==> src/rtl/ptl_pkg.sv <==
// ----------------------------------------------------------------------------
// Pedestrian traffic light package
// Shared types, register indexes, lamp masks and small helper functions.
// ----------------------------------------------------------------------------
package ptl_pkg;

  // Tick counter width and the number of steps the remainder unit takes.
  localparam int TICK_W    = 16;
  localparam int REM_STEPS = TICK_W;
  localparam int STEP_W    = $clog2(REM_STEPS + 1);
  localparam int LAMP_W    = 6;

  typedef logic [LAMP_W-1:0] lamp_t;

  // Lamp masks: car green, yellow, red, then pedestrian green, yellow, red.
  localparam lamp_t LAMP_CG = 6'b000001;
  localparam lamp_t LAMP_CY = 6'b000010;
  localparam lamp_t LAMP_CR = 6'b000100;
  localparam lamp_t LAMP_PG = 6'b001000;
  localparam lamp_t LAMP_PY = 6'b010000;
  localparam lamp_t LAMP_PR = 6'b100000;

  typedef enum logic [2:0] {
    PH_GREEN    = 3'd0,
    PH_YELLOW   = 3'd1,
    PH_RED      = 3'd2,
    PH_REDYEL   = 3'd3,
    PH_DEBOUNCE = 3'd4,
    PH_PED      = 3'd5
  } phase_t;

  // Steps of a pedestrian sequence: lead blink, walk, tail blink.
  typedef enum logic [1:0] {
    PED_LEAD = 2'd0,
    PED_WALK = 2'd1,
    PED_TAIL = 2'd2
  } ped_step_t;

  // Blink segments: yellow on, yellow off, yellow on again.
  localparam logic [1:0] SEG_ON_A = 2'd0;
  localparam logic [1:0] SEG_OFF  = 2'd1;
  localparam logic [1:0] SEG_ON_B = 2'd2;

  typedef enum logic [2:0] {
    REG_MAIN_PHASE   = 3'd0,
    REG_CHECK        = 3'd1,
    REG_BLINK_ON     = 3'd2,
    REG_BLINK_OFF    = 3'd3,
    REG_BLINK_ROUNDS = 3'd4,
    REG_WALK         = 3'd5,
    REG_DEBOUNCE     = 3'd6
  } cfg_reg_t;

  // Configuration register file contents.
  typedef struct packed {
    logic [15:0] main_phase_ticks;
    logic [7:0]  check_ticks;
    logic [7:0]  blink_on_ticks;
    logic [7:0]  blink_off_ticks;
    logic [3:0]  blink_rounds;
    logic [15:0] walk_ticks;
    logic [7:0]  debounce_ticks;
  } cfg_t;

  // One result beat.
  typedef struct packed {
    lamp_t  lamps;
    phase_t phase;
  } result_t;

  // Realigned check remainder handed from the remainder unit to the FSM.
  typedef struct packed {
    logic       load;
    logic [7:0] value;
  } rem_load_t;

  // A zero duration or count behaves as one.
  function automatic logic [7:0] nz8(input logic [7:0] v);
    return (v == 8'd0) ? 8'd1 : v;
  endfunction

  function automatic logic [15:0] nz16(input logic [15:0] v);
    return (v == 16'd0) ? 16'd1 : v;
  endfunction

  function automatic logic [3:0] nz4(input logic [3:0] v);
    return (v == 4'd0) ? 4'd1 : v;
  endfunction

  function automatic lamp_t lamp_upd(input lamp_t l, input lamp_t set_m, input lamp_t clr_m);
    return (l & ~clr_m) | set_m;
  endfunction

endpackage

==> src/rtl/pedestrian_traffic_light_fsm_top.sv <==
// ----------------------------------------------------------------------------
// Pedestrian traffic light controller
// Tick and press beats in, lamp and phase beats out, with a register port.
//
//   channel  handshake                  payload
//   input    in_valid / in_ready        req_type, button_level
//   output   out_valid / out_ready      six lamps, phase_code
//   config   cfg_valid / cfg_ready      cfg_index, cfg_data
//
// One input beat is accepted per cycle while the buffer has room and no
// remainder pass runs; its result goes into a two-entry result buffer, so
// input keeps flowing while one result waits. A check interval write starts
// a remainder pass to realign the press-check phase, in_ready and cfg_ready low.
// Reset restores the register defaults and the car green phase.
// ----------------------------------------------------------------------------
module pedestrian_traffic_light_fsm_top
  import ptl_pkg::*;
(
  input  logic        clk,
  input  logic        rst,
  input  logic        in_valid,
  output logic        in_ready,
  input  logic        req_type,
  input  logic        button_level,
  output logic        out_valid,
  input  logic        out_ready,
  output logic        car_green,
  output logic        car_yellow,
  output logic        car_red,
  output logic        ped_green,
  output logic        ped_yellow,
  output logic        ped_red,
  output logic [2:0]  phase_code,
  input  logic        cfg_valid,
  output logic        cfg_ready,
  input  logic [2:0]  cfg_index,
  input  logic [15:0] cfg_data
);

  cfg_t              cfg;
  logic              in_fire;
  logic              out_fire;
  logic              cfg_fire;
  logic              rem_busy;
  rem_load_t         rem_load;
  logic [TICK_W-1:0] tick_count;
  result_t           fsm_result;
  result_t           slot0;
  result_t           slot1;
  logic [1:0]        q_count;

  assign in_fire   = in_valid && in_ready;
  assign out_fire  = out_valid && out_ready;
  assign cfg_fire  = cfg_valid && cfg_ready;
  assign in_ready  = (q_count != 2'd2) && !rem_busy;
  assign cfg_ready = !rem_busy;

  // Configuration registers.
  always_ff @(posedge clk) begin
    if (rst) begin
      cfg.main_phase_ticks <= 16'd500;
      cfg.check_ticks      <= 8'd10;
      cfg.blink_on_ticks   <= 8'd39;
      cfg.blink_off_ticks  <= 8'd19;
      cfg.blink_rounds     <= 4'd5;
      cfg.walk_ticks       <= 16'd500;
      cfg.debounce_ticks   <= 8'd50;
    end else if (cfg_fire) begin
      case (cfg_reg_t'(cfg_index))
        REG_MAIN_PHASE:   cfg.main_phase_ticks <= cfg_data;
        REG_CHECK:        cfg.check_ticks      <= cfg_data[7:0];
        REG_BLINK_ON:     cfg.blink_on_ticks   <= cfg_data[7:0];
        REG_BLINK_OFF:    cfg.blink_off_ticks  <= cfg_data[7:0];
        REG_BLINK_ROUNDS: cfg.blink_rounds     <= cfg_data[3:0];
        REG_WALK:         cfg.walk_ticks       <= cfg_data;
        REG_DEBOUNCE:     cfg.debounce_ticks   <= cfg_data[7:0];
        default:          ;
      endcase
    end
  end

  ptl_rem u_rem (
    .clk      (clk),
    .rst      (rst),
    .start    (cfg_fire && (cfg_reg_t'(cfg_index) == REG_CHECK)),
    .divisor  (cfg_data[7:0]),
    .dividend (tick_count),
    .busy     (rem_busy),
    .result   (rem_load)
  );

  ptl_fsm u_fsm (
    .clk          (clk),
    .rst          (rst),
    .cfg          (cfg),
    .item_fire    (in_fire),
    .req_type     (req_type),
    .button_level (button_level),
    .rem_load     (rem_load),
    .tick_count   (tick_count),
    .result       (fsm_result)
  );

  // Two-entry result buffer; slot0 is the head.
  always_ff @(posedge clk) begin
    if (rst) begin
      q_count <= '0;
    end else begin
      case ({in_fire, out_fire})
        2'b10:   q_count <= q_count + 2'd1;
        2'b01:   q_count <= q_count - 2'd1;
        default: q_count <= q_count;
      endcase
    end
  end

  always_ff @(posedge clk) begin
    if (out_fire) begin
      if (q_count == 2'd2) begin
        slot0 <= slot1;
        if (in_fire) begin
          slot1 <= fsm_result;
        end
      end else if (in_fire) begin
        slot0 <= fsm_result;
      end
    end else if (in_fire) begin
      if (q_count == 2'd0) begin
        slot0 <= fsm_result;
      end else begin
        slot1 <= fsm_result;
      end
    end
  end

  assign out_valid  = (q_count != 2'd0);
  assign car_green  = slot0.lamps[0];
  assign car_yellow = slot0.lamps[1];
  assign car_red    = slot0.lamps[2];
  assign ped_green  = slot0.lamps[3];
  assign ped_yellow = slot0.lamps[4];
  assign ped_red    = slot0.lamps[5];
  assign phase_code = slot0.phase;

  // Nothing is accepted while the check phase is being realigned.
  a_hold_while_busy: assert property (@(posedge clk) disable iff (rst)
    rem_busy |-> (!in_ready && !cfg_ready))
    else $error("beat accepted during remainder pass");

  // The buffer never overfills.
  a_buffer_bound: assert property (@(posedge clk) disable iff (rst)
    q_count != 2'd3)
    else $error("result buffer overflow");

  // Every accepted beat leaves a result to show.
  a_result_follows: assert property (@(posedge clk) disable iff (rst)
    in_fire |=> out_valid)
    else $error("accepted beat produced no result");

endmodule

==> src/rtl/ptl_rem.sv <==
// ----------------------------------------------------------------------------
// Check remainder unit
// Restoring remainder of the tick count by a new check interval, one bit a
// cycle, used to realign the press-check phase after the interval changes.
// ----------------------------------------------------------------------------
module ptl_rem
  import ptl_pkg::*;
(
  input  logic              clk,
  input  logic              rst,
  input  logic              start,
  input  logic [7:0]        divisor,
  input  logic [TICK_W-1:0] dividend,
  output logic              busy,
  output rem_load_t         result
);

  logic [STEP_W-1:0] steps;
  logic [TICK_W-1:0] dividend_sh;
  logic [7:0]        divisor_r;
  logic [7:0]        remainder;
  logic [8:0]        trial;
  logic [8:0]        diff;
  logic [7:0]        rem_step;

  // One restoring step: shift in the next dividend bit and subtract if it fits.
  assign trial    = {remainder, dividend_sh[TICK_W-1]};
  assign diff     = trial - {1'b0, divisor_r};
  assign rem_step = (trial >= {1'b0, divisor_r}) ? diff[7:0] : trial[7:0];

  always_ff @(posedge clk) begin
    if (rst) begin
      steps <= '0;
    end else if (start) begin
      steps <= STEP_W'(REM_STEPS);
    end else if (steps != '0) begin
      steps <= steps - STEP_W'(1);
    end
  end

  // Datapath registers need no reset.
  always_ff @(posedge clk) begin
    if (start) begin
      dividend_sh <= dividend;
      divisor_r   <= nz8(divisor);
      remainder   <= '0;
    end else if (steps != '0) begin
      dividend_sh <= {dividend_sh[TICK_W-2:0], 1'b0};
      remainder   <= rem_step;
    end
  end

  // The final step's value goes straight to the FSM.
  assign busy         = (steps != '0);
  assign result.load  = (steps == STEP_W'(1));
  assign result.value = rem_step;

endmodule

==> src/rtl/ptl_fsm.sv <==
// ----------------------------------------------------------------------------
// Traffic light sequencer
// Phase state machine: blink segments, press checks, debounce and the
// pedestrian sequences. One tick or press beat is handled per update.
// ----------------------------------------------------------------------------
module ptl_fsm
  import ptl_pkg::*;
(
  input  logic              clk,
  input  logic              rst,
  input  cfg_t              cfg,
  input  logic              item_fire,
  input  logic              req_type,
  input  logic              button_level,
  input  rem_load_t         rem_load,
  output logic [TICK_W-1:0] tick_count,
  output result_t           result
);

  typedef struct packed {
    phase_t            phase;
    ped_step_t         ped_step;
    phase_t            saved_phase;
    logic [TICK_W-1:0] tick_count;
    logic [3:0]        round_count;
    logic [1:0]        segment;
    logic              press_pending;
    lamp_t             lamp_bits;
    logic [7:0]        check_rem;
  } fsm_state_t;

  typedef struct packed {
    logic [1:0] segment;
    logic [3:0] round_count;
    lamp_t      lamp_bits;
    logic       done;
  } blink_t;

  // Advance one blink segment; done is set when the last round ends.
  function automatic blink_t blink_step(input logic [1:0] seg, input logic [3:0] rnd,
                                        input lamp_t l, input logic [3:0] rounds,
                                        input lamp_t y_on, input lamp_t y_off);
    blink_t b;
    b.segment     = seg;
    b.round_count = rnd;
    b.lamp_bits   = l;
    b.done        = 1'b0;
    case (seg)
      SEG_ON_A: begin
        b.segment   = SEG_OFF;
        b.lamp_bits = lamp_upd(l, '0, y_off);
      end
      SEG_OFF: begin
        b.segment   = SEG_ON_B;
        b.lamp_bits = lamp_upd(l, y_on, '0);
      end
      default: begin
        b.round_count = rnd + 4'd1;
        if (b.round_count >= nz4(rounds)) begin
          b.done = 1'b1;
        end else begin
          b.segment   = SEG_ON_A;
          b.lamp_bits = lamp_upd(l, y_on, '0);
        end
      end
    endcase
    return b;
  endfunction

  // A press found at a check: remember the phase and start the debounce wait.
  function automatic fsm_state_t f_check(input fsm_state_t s, input phase_t sp);
    fsm_state_t n;
    n               = s;
    n.press_pending = 1'b0;
    n.saved_phase   = sp;
    n.phase         = PH_DEBOUNCE;
    n.tick_count    = '0;
    n.check_rem     = '0;
    return n;
  endfunction

  function automatic fsm_state_t f_enter(input fsm_state_t s, input phase_t p);
    fsm_state_t n;
    n             = s;
    n.phase       = p;
    n.tick_count  = '0;
    n.check_rem   = '0;
    n.segment     = SEG_ON_A;
    n.round_count = '0;
    case (p)
      PH_GREEN: n.lamp_bits = lamp_upd(s.lamp_bits, LAMP_CG,
                                       LAMP_PG | LAMP_PY | LAMP_CY | LAMP_CR);
      PH_RED:   n.lamp_bits = lamp_upd(s.lamp_bits, LAMP_CR,
                                       LAMP_PY | LAMP_PR | LAMP_CG | LAMP_CY);
      default:  n.lamp_bits = lamp_upd(s.lamp_bits, LAMP_CY, '0);
    endcase
    return n;
  endfunction

  function automatic fsm_state_t f_walk(input fsm_state_t s);
    fsm_state_t n;
    n            = s;
    n.phase      = PH_PED;
    n.ped_step   = PED_WALK;
    n.tick_count = '0;
    n.check_rem  = '0;
    n.lamp_bits  = lamp_upd(s.lamp_bits, LAMP_PG | LAMP_CR,
                            LAMP_PR | LAMP_CG | LAMP_PY | LAMP_CY);
    return n;
  endfunction

  function automatic fsm_state_t f_blink(input fsm_state_t s, input ped_step_t stp);
    fsm_state_t n;
    n             = s;
    n.phase       = PH_PED;
    n.ped_step    = stp;
    n.tick_count  = '0;
    n.check_rem   = '0;
    n.segment     = SEG_ON_A;
    n.round_count = '0;
    n.lamp_bits   = lamp_upd(s.lamp_bits, LAMP_CY | LAMP_PY, '0);
    return n;
  endfunction

  fsm_state_t        st;
  fsm_state_t        st_next;
  fsm_state_t        seg_done;
  logic [TICK_W-1:0] tick_inc;
  logic [7:0]        rem_inc;
  logic [7:0]        check_len;
  logic [7:0]        seg_len;
  logic              seg_end;
  blink_t            blink_car;
  blink_t            blink_ped;
  phase_t            main_ph;

  // Shared per-tick arithmetic.
  assign tick_inc  = st.tick_count + TICK_W'(1);
  assign check_len = nz8(cfg.check_ticks);
  assign rem_inc   = ((st.check_rem + 8'd1) == check_len) ? 8'd0 : st.check_rem + 8'd1;
  assign seg_len   = nz8((st.segment == SEG_OFF) ? cfg.blink_off_ticks : cfg.blink_on_ticks);
  assign seg_end   = (tick_inc >= {8'd0, seg_len});
  assign main_ph   = (st.phase == PH_RED) ? PH_RED : PH_GREEN;

  assign blink_car = blink_step(st.segment, st.round_count, st.lamp_bits, cfg.blink_rounds,
                                LAMP_CY, LAMP_CY | LAMP_PY);
  assign blink_ped = blink_step(st.segment, st.round_count, st.lamp_bits, cfg.blink_rounds,
                                LAMP_CY | LAMP_PY, LAMP_CY | LAMP_PY);

  // State after a blink segment ends, before any check or phase change.
  always_comb begin
    seg_done            = st;
    seg_done.tick_count = '0;
    seg_done.check_rem  = '0;
    if (st.phase == PH_PED) begin
      seg_done.segment     = blink_ped.segment;
      seg_done.round_count = blink_ped.round_count;
      seg_done.lamp_bits   = blink_ped.lamp_bits;
    end else begin
      seg_done.segment     = blink_car.segment;
      seg_done.round_count = blink_car.round_count;
      seg_done.lamp_bits   = blink_car.lamp_bits;
    end
  end

  // Next state for one accepted beat.
  always_comb begin
    st_next = st;
    if (item_fire && req_type) begin
      if (st.phase != PH_PED) begin
        st_next.press_pending = 1'b1;
      end
    end else if (item_fire) begin
      st_next.tick_count = tick_inc;
      st_next.check_rem  = rem_inc;
      case (st.phase)
        PH_YELLOW, PH_REDYEL: begin
          if (seg_end) begin
            if (blink_car.done && !st.press_pending) begin
              st_next = f_enter(seg_done, (st.phase == PH_YELLOW) ? PH_RED : PH_GREEN);
            end else if (st.press_pending) begin
              st_next = f_check(seg_done, st.phase);
            end else begin
              st_next = seg_done;
            end
          end
        end
        PH_DEBOUNCE: begin
          if (tick_inc >= {8'd0, nz8(cfg.debounce_ticks)}) begin
            if (button_level) begin
              if (st.press_pending) begin
                st_next = f_check(st, st.saved_phase);
              end else begin
                st_next = f_enter(st, PH_GREEN);
              end
            end else begin
              st_next.press_pending = 1'b0;
              case (st.saved_phase)
                PH_GREEN, PH_YELLOW: begin
                  st_next.lamp_bits = lamp_upd(st.lamp_bits, LAMP_PR | LAMP_CG,
                                               LAMP_PG | LAMP_PY | LAMP_CY | LAMP_CR);
                  st_next = f_blink(st_next, PED_LEAD);
                end
                PH_RED: st_next = f_walk(st_next);
                PH_REDYEL: begin
                  st_next.lamp_bits = lamp_upd(st.lamp_bits, LAMP_PG | LAMP_CR,
                                               LAMP_PR | LAMP_CG | LAMP_PY | LAMP_CY);
                  st_next = f_blink(st_next, PED_LEAD);
                end
                default: st_next = f_enter(st_next, PH_GREEN);
              endcase
            end
          end
        end
        PH_PED: begin
          if (st.ped_step == PED_WALK) begin
            if (tick_inc >= nz16(cfg.walk_ticks)) begin
              st_next = f_blink(st_next, PED_TAIL);
            end
          end else if (seg_end) begin
            if (!blink_ped.done) begin
              st_next = seg_done;
            end else if (st.ped_step == PED_LEAD) begin
              st_next = f_walk(seg_done);
            end else begin
              st_next = f_enter(seg_done, PH_GREEN);
            end
          end
        end
        default: begin
          // Car green and car red; any other code is treated as green.
          st_next.phase = main_ph;
          if (tick_inc >= nz16(cfg.main_phase_ticks)) begin
            if (st.press_pending) begin
              st_next = f_check(st_next, main_ph);
            end else begin
              st_next = f_enter(st_next, (main_ph == PH_GREEN) ? PH_YELLOW : PH_REDYEL);
            end
          end else if (rem_inc == 8'd0 && st.press_pending) begin
            st_next = f_check(st_next, main_ph);
          end
        end
      endcase
    end
    // The remainder unit realigns the check phase after a new interval.
    if (rem_load.load) begin
      st_next.check_rem = rem_load.value;
    end
  end

  // Result beat reflects the state after the update.
  always_comb begin
    result.lamps = st_next.lamp_bits;
    result.phase = st_next.phase;
  end

  assign tick_count = st.tick_count;

  always_ff @(posedge clk) begin
    if (rst) begin
      st.phase         <= PH_GREEN;
      st.ped_step      <= PED_LEAD;
      st.saved_phase   <= PH_GREEN;
      st.tick_count    <= '0;
      st.round_count   <= '0;
      st.segment       <= SEG_ON_A;
      st.press_pending <= 1'b0;
      st.lamp_bits     <= LAMP_CG;
      st.check_rem     <= '0;
    end else begin
      st <= st_next;
    end
  end

  // A press is never left pending once a pedestrian sequence runs.
  a_no_press_in_ped: assert property (@(posedge clk) disable iff (rst)
    (st.phase == PH_PED) |-> !st.press_pending)
    else $error("press latched during pedestrian sequence");

  // Debounce always remembers a car phase to return to.
  a_saved_car_phase: assert property (@(posedge clk) disable iff (rst)
    (st.phase == PH_DEBOUNCE) |-> (st.saved_phase == PH_GREEN || st.saved_phase == PH_YELLOW
                                   || st.saved_phase == PH_RED || st.saved_phase == PH_REDYEL))
    else $error("debounce without a saved car phase");

  // The sequencer only ever holds a defined phase code.
  a_phase_defined: assert property (@(posedge clk) disable iff (rst)
    st.phase <= PH_PED)
    else $error("undefined phase code");

endmodule

==> config.mk <==
export PLATFORM = sky130hd
export DESIGN_NAME = pedestrian_traffic_light_fsm_top
export DESIGN_NICKNAME = d
export VERILOG_FILES = /design/src/rtl/ptl_pkg.sv /design/src/rtl/pedestrian_traffic_light_fsm_top.sv /design/src/rtl/ptl_rem.sv /design/src/rtl/ptl_fsm.sv
export SDC_FILE = /design/constraint.sdc
export NUM_CORES = 1
export LEC_CHECK = 0
export BUFFER_PORTS_ARGS = -buffer_cell sky130_fd_sc_hd__buf_2
export CAP_MARGIN = 20
export CORE_AREA = 2 2 130 132
export DETAILED_ROUTE_END_ITERATION = 16
export DIE_AREA = 0 0 132 134
export HOLD_SLACK_MARGIN = 0.1
export PLACE_DENSITY = 0.91
export SLEW_MARGIN = 0
export SYNTH_ARGS = -nofsm -noshare
export SYNTH_HDL_FRONTEND = slang
export SYNTH_HIERARCHICAL = 1
export SYNTH_SLANG_ARGS = --single-unit
==> constraint.sdc <==
create_clock -name clk -period 11.6 [get_ports clk]
set_input_delay 1.74 -clock clk [delete_from_list [all_inputs] [get_ports clk]]
set_output_delay 1.74 -clock clk [all_outputs]
set_load 0.02 [all_outputs]
==> results by group <==
Power and ir drop
  – Clk network pwr share: 27.9%
  – Pwr dens: 183.3 nW/um^2
  – Sequential fraction of design power: 39.0%
  – Lkg Pwr: 4.751 nW
  – Combinational power share: 33.1%
  – Switch share: 35.16%
  – Max VDD drop: 0.0001213 V
  – Pint: 0.001319 W
  – Design Power: 0.002034 W
  – Net Switching: 0.0007153 W

Die
  – Chip Height: 134 um
  – Die X: 132 um
  – Core ar.: 16,290 sq um
  – Row count: 47
  – Number of I/O pins: 38
  – Initial core utilization: 64.31%
  – Full die area: 17,690 sq um

Critical path
  – CP Buf/Inv Count: 0
  – Req. time, crit path: 11.79 ns
  – Startpoint types: flip-flop
  – CP max stage delay: 0.77 ns
  – Peak fanout along the critical path: 11
  – Critical Path Sink Type: flip-flop
  – CP Class: reg -> reg
  – Top delay family on crit path: compound AO/OA/AOI/OAI gates
  – Critical path data arrival time: 4.94 ns
  – Crit-path cells: nor2b_1 > mux2i_1 > nand3_1 > o21ai_0 > ha_1 > nor3b_1 > o21ai_0 > a221o_1 > a211oi_1 > nand2_2 > nand3_1 > o211ai_1 > o41ai_1 > nand2_1 > mux2_2
  – Slowest CP cell: nor2b_1

Clocking
  – H-tree depth: 4
  – Num CTS Buffers: 17
  – Skew-Pair Late Insertion Delay: 0.43 ns
  – Post-CTS setup buffers: 0
  – CTS Sinks: 170
  – Hold-fix buffers, CTS: 0
  – Clk root buf: clkbuf_16
  – Max Buffers Root-to-Sink: 2
  – CTS tree: done
  – Worst-path clk slew: 0.07 ns
  – CTS resizes: 0

Routing
  – Final antenna-violating net count: 0
  – DR pass1 iterations: 6
  – Via count: 8,495
  – Initial DRC count: 779
  – Final WL: 24,900 um
  – DR vias/cell: 6.288
  – Drt wl/cell: 18.43 um
  – Drt drc: 0

GRT
  – Global Route met1 Usage: 38.82%
  – Vias in the first global route: 8,150
  – Antenna violations before repair: 0
  – Largest net degree at the start of global routing: 111
  – GRT Util Overall: 28.57%
  – Global-route wire length before repair: 41,170 um
  – GR peak layer: met2
  – GR Layer Usage met3: 5.707%
  – GRT overflow: 0
  – Grt met2 use: 46.35%

Place
  – Post-DP HPWL: 18,090 um
  – Routability cong.: 0.9707
  – PortBufs: 37

Synth
  – Sequential cell area fraction in the yosys report: 36.50%
  – Post-Syn Nets: 1,232
  – Post-synth EDFFs: 42
  – Post-Synthesis Cells: 1,138
  – Mean post-synth cell area: 9.205 sq um
  – Post-Syn Area: 10,480 sq um
  – Synth cell types: 93
  – Post-synthesis register bit count: 170
  – Yosys warning count: 6
  – Post-synth ARST share: 0%
  – Top FF cell, synth: dfxtp_1

Cells and area
  – Synth-to-Final Area Change: 5.937%
  – Layout cells sized above 1: 12.38%
  – Number of fill cells in the layout: 1,211
  – Diode count: 0
  – # nets final: 1,212

Timing
  – Final worst-path cycle share: 41.03%
  – Post-layout min period: 4.760 ns
  – Setup_tns: 0 ns
  – Clock Skews: 0.01146 ns
  – Final number of max-transition violations: 0
  – Max-slew headroom: 37.37%
  – Slew @ Worst Pin: 0.9376 ns
  – Endpoints failing setup: 0
  – Endpoints failing hold: 0
  – Fmax achieved: 0.2101 GHz
  – RSZ-0062 raised after global routing: false

Status
  – Outcome: completed

Worst hold path
  – Min-Delay Path Class: reg -> reg

Flow run
  – Max Cap Viol: 0
metal layers:
metal	share of wire, %	vias to the layer above
li1	-	4008
met3	7.6	59
met5	0	-
met2	46	380
met4	2.1	0
met1	44	4048
cell type report:
| class | instances | area, sq um | area share, % |
|---|---|---|---|
| multi-input cells | 813 | 5903 | 53.20 |
| flip-flops and latches | 170 | 3824 | 34.46 |
| clock buffers | 17 | 425.4 | 3.834 |
| well taps | 220 | 275.3 | 2.481 |
| inverters | 73 | 274.0 | 2.469 |
| repair buffers | 43 | 232.7 | 2.097 |
| clock inverters | 15 | 162.7 | 1.466 |
state kept, by name, summed over array words and instances, names as in the netlist, 2 cells and up:
register and flops:
u_rem/divisor_r 8, q_count 2, u_fsm/tick_count 16, u_fsm/st 20, u_rem/steps 5, slot1 9
u_rem/remainder 8, u_rem/dividend_sh 16, phase_code 3, cfg 68, u_fsm/seg_done 9
power by group through the flow:
stage	Sequential, W	Combinational (W)	Clock (W)
4_1_cts	0.000791	0.000665	0.000571
5_1_grt	0.000803	0.000739	0.000596
3_3_place_gp	0.000798	0.000635	0
6_report	0.000793	0.000674	0.000567
2_1_floorplan	0.000777	0.000533	0
3_5_place_dp	0.000801	0.000658	0
synth_stat cells (30+ instances only):
| cell | instances | share of area [%] |
|---|---|---|
| dfxtp_1 | 128 | 24 |
| o21ai_0 | 32 | 1.5 |
| inv_1 | 72 | 2.6 |
| edfxtp_1 | 42 | 12 |
| nand2b_1 | 74 | 4.4 |
| ha_1 | 67 | 8.0 |
| nor2_1 | 104 | 3.7 |
| mux2i_1 | 80 | 7.6 |
| clkbuf_1 | 30 | 1.1 |
| nand2_1 | 60 | 2.2 |
| buf_4 | 30 | 2.2 |
| a21oi_1 | 50 | 2.4 |
tightest hold or removal path, stage by stage (launching register included):
cell and delay [ns]:
dfxtp_1 0.31, nand2b_1 0.06, mux2i_1 0.06
cell usage in the layout, fill, tap and decap left out, types with 8 or more instances in the layout:
cell type	n
a31oi_1	9
a22o_1	16
nand3_1	26
ha_1	67
edfxtp_1	42
xnor2_1	20
buf_2	36
nand2_1	60
a21oi_1	50
inv_1	72
o211ai_1	12
mux2i_1	80
o21ai_0	32
nor2_1	104
nor3_1	25
mux2_2	26
xor2_1	18
o31ai_1	8
nor2b_1	12
a21o_1	13
nor4_1	14
nand4_1	8
dfxtp_1	128
o22ai_1	10
nand2b_1	74
clkbuf_16	17
path summary, 6_finish.rpt:
check,slack (ns),cells after the start,to,start
worst max-delay path,6.84,15,car_yellow$_DFFE_PP_,u_fsm/st[16]$_SDFFE_PP0P_
worst min register to register,0.48,2,cfg[2]$_SDFFE_PP0P_,cfg[2]$_SDFFE_PP0P_
worst min-delay path,0.48,2,cfg[2]$_SDFFE_PP0P_,cfg[2]$_SDFFE_PP0P_
worst max register to register,6.84,15,car_yellow$_DFFE_PP_,u_fsm/st[16]$_SDFFE_PP0P_
logic make-up (layout without fill, tap and decap cells):
kind of cell             Yosys count  in the layout  share of synthesized area (%)
AND/OR/NAND/NOR                  389            389                          19.95
AO/OA/AOI/OAI                    210            210                          14.25
flip-flops                       170            170                          36.50
buffers and inverters            155            148                          7.203
multiplexers                     108            108                          10.73
adder cells (fa/ha/maj)           68             68                          8.194
XOR/XNOR                          38             38                          3.177
stage by stage:
stage / utilization (%) / hold slack [ns] / worst slack, ns / std cells / instance area [sq um]
2_1_floorplan: - / 0.4487 / 7.553 / 1138 / 10480
3_3_place_gp: 64.47 / 0.4581 / 7.054 / 1318 / 10500
3_5_place_dp: 64.47 / 0.4683 / 6.926 / 1318 / 10500
4_1_cts: 68.08 / 0.4779 / 6.928 / 1350 / 11090
5_1_grt: 68.12 / 0.5013 / 6.326 / 1351 / 11100
6_report: 68.12 / 0.4770 / 6.840 / 1351 / 11100
Note: power is estimated with default switching activity, not from simulation.
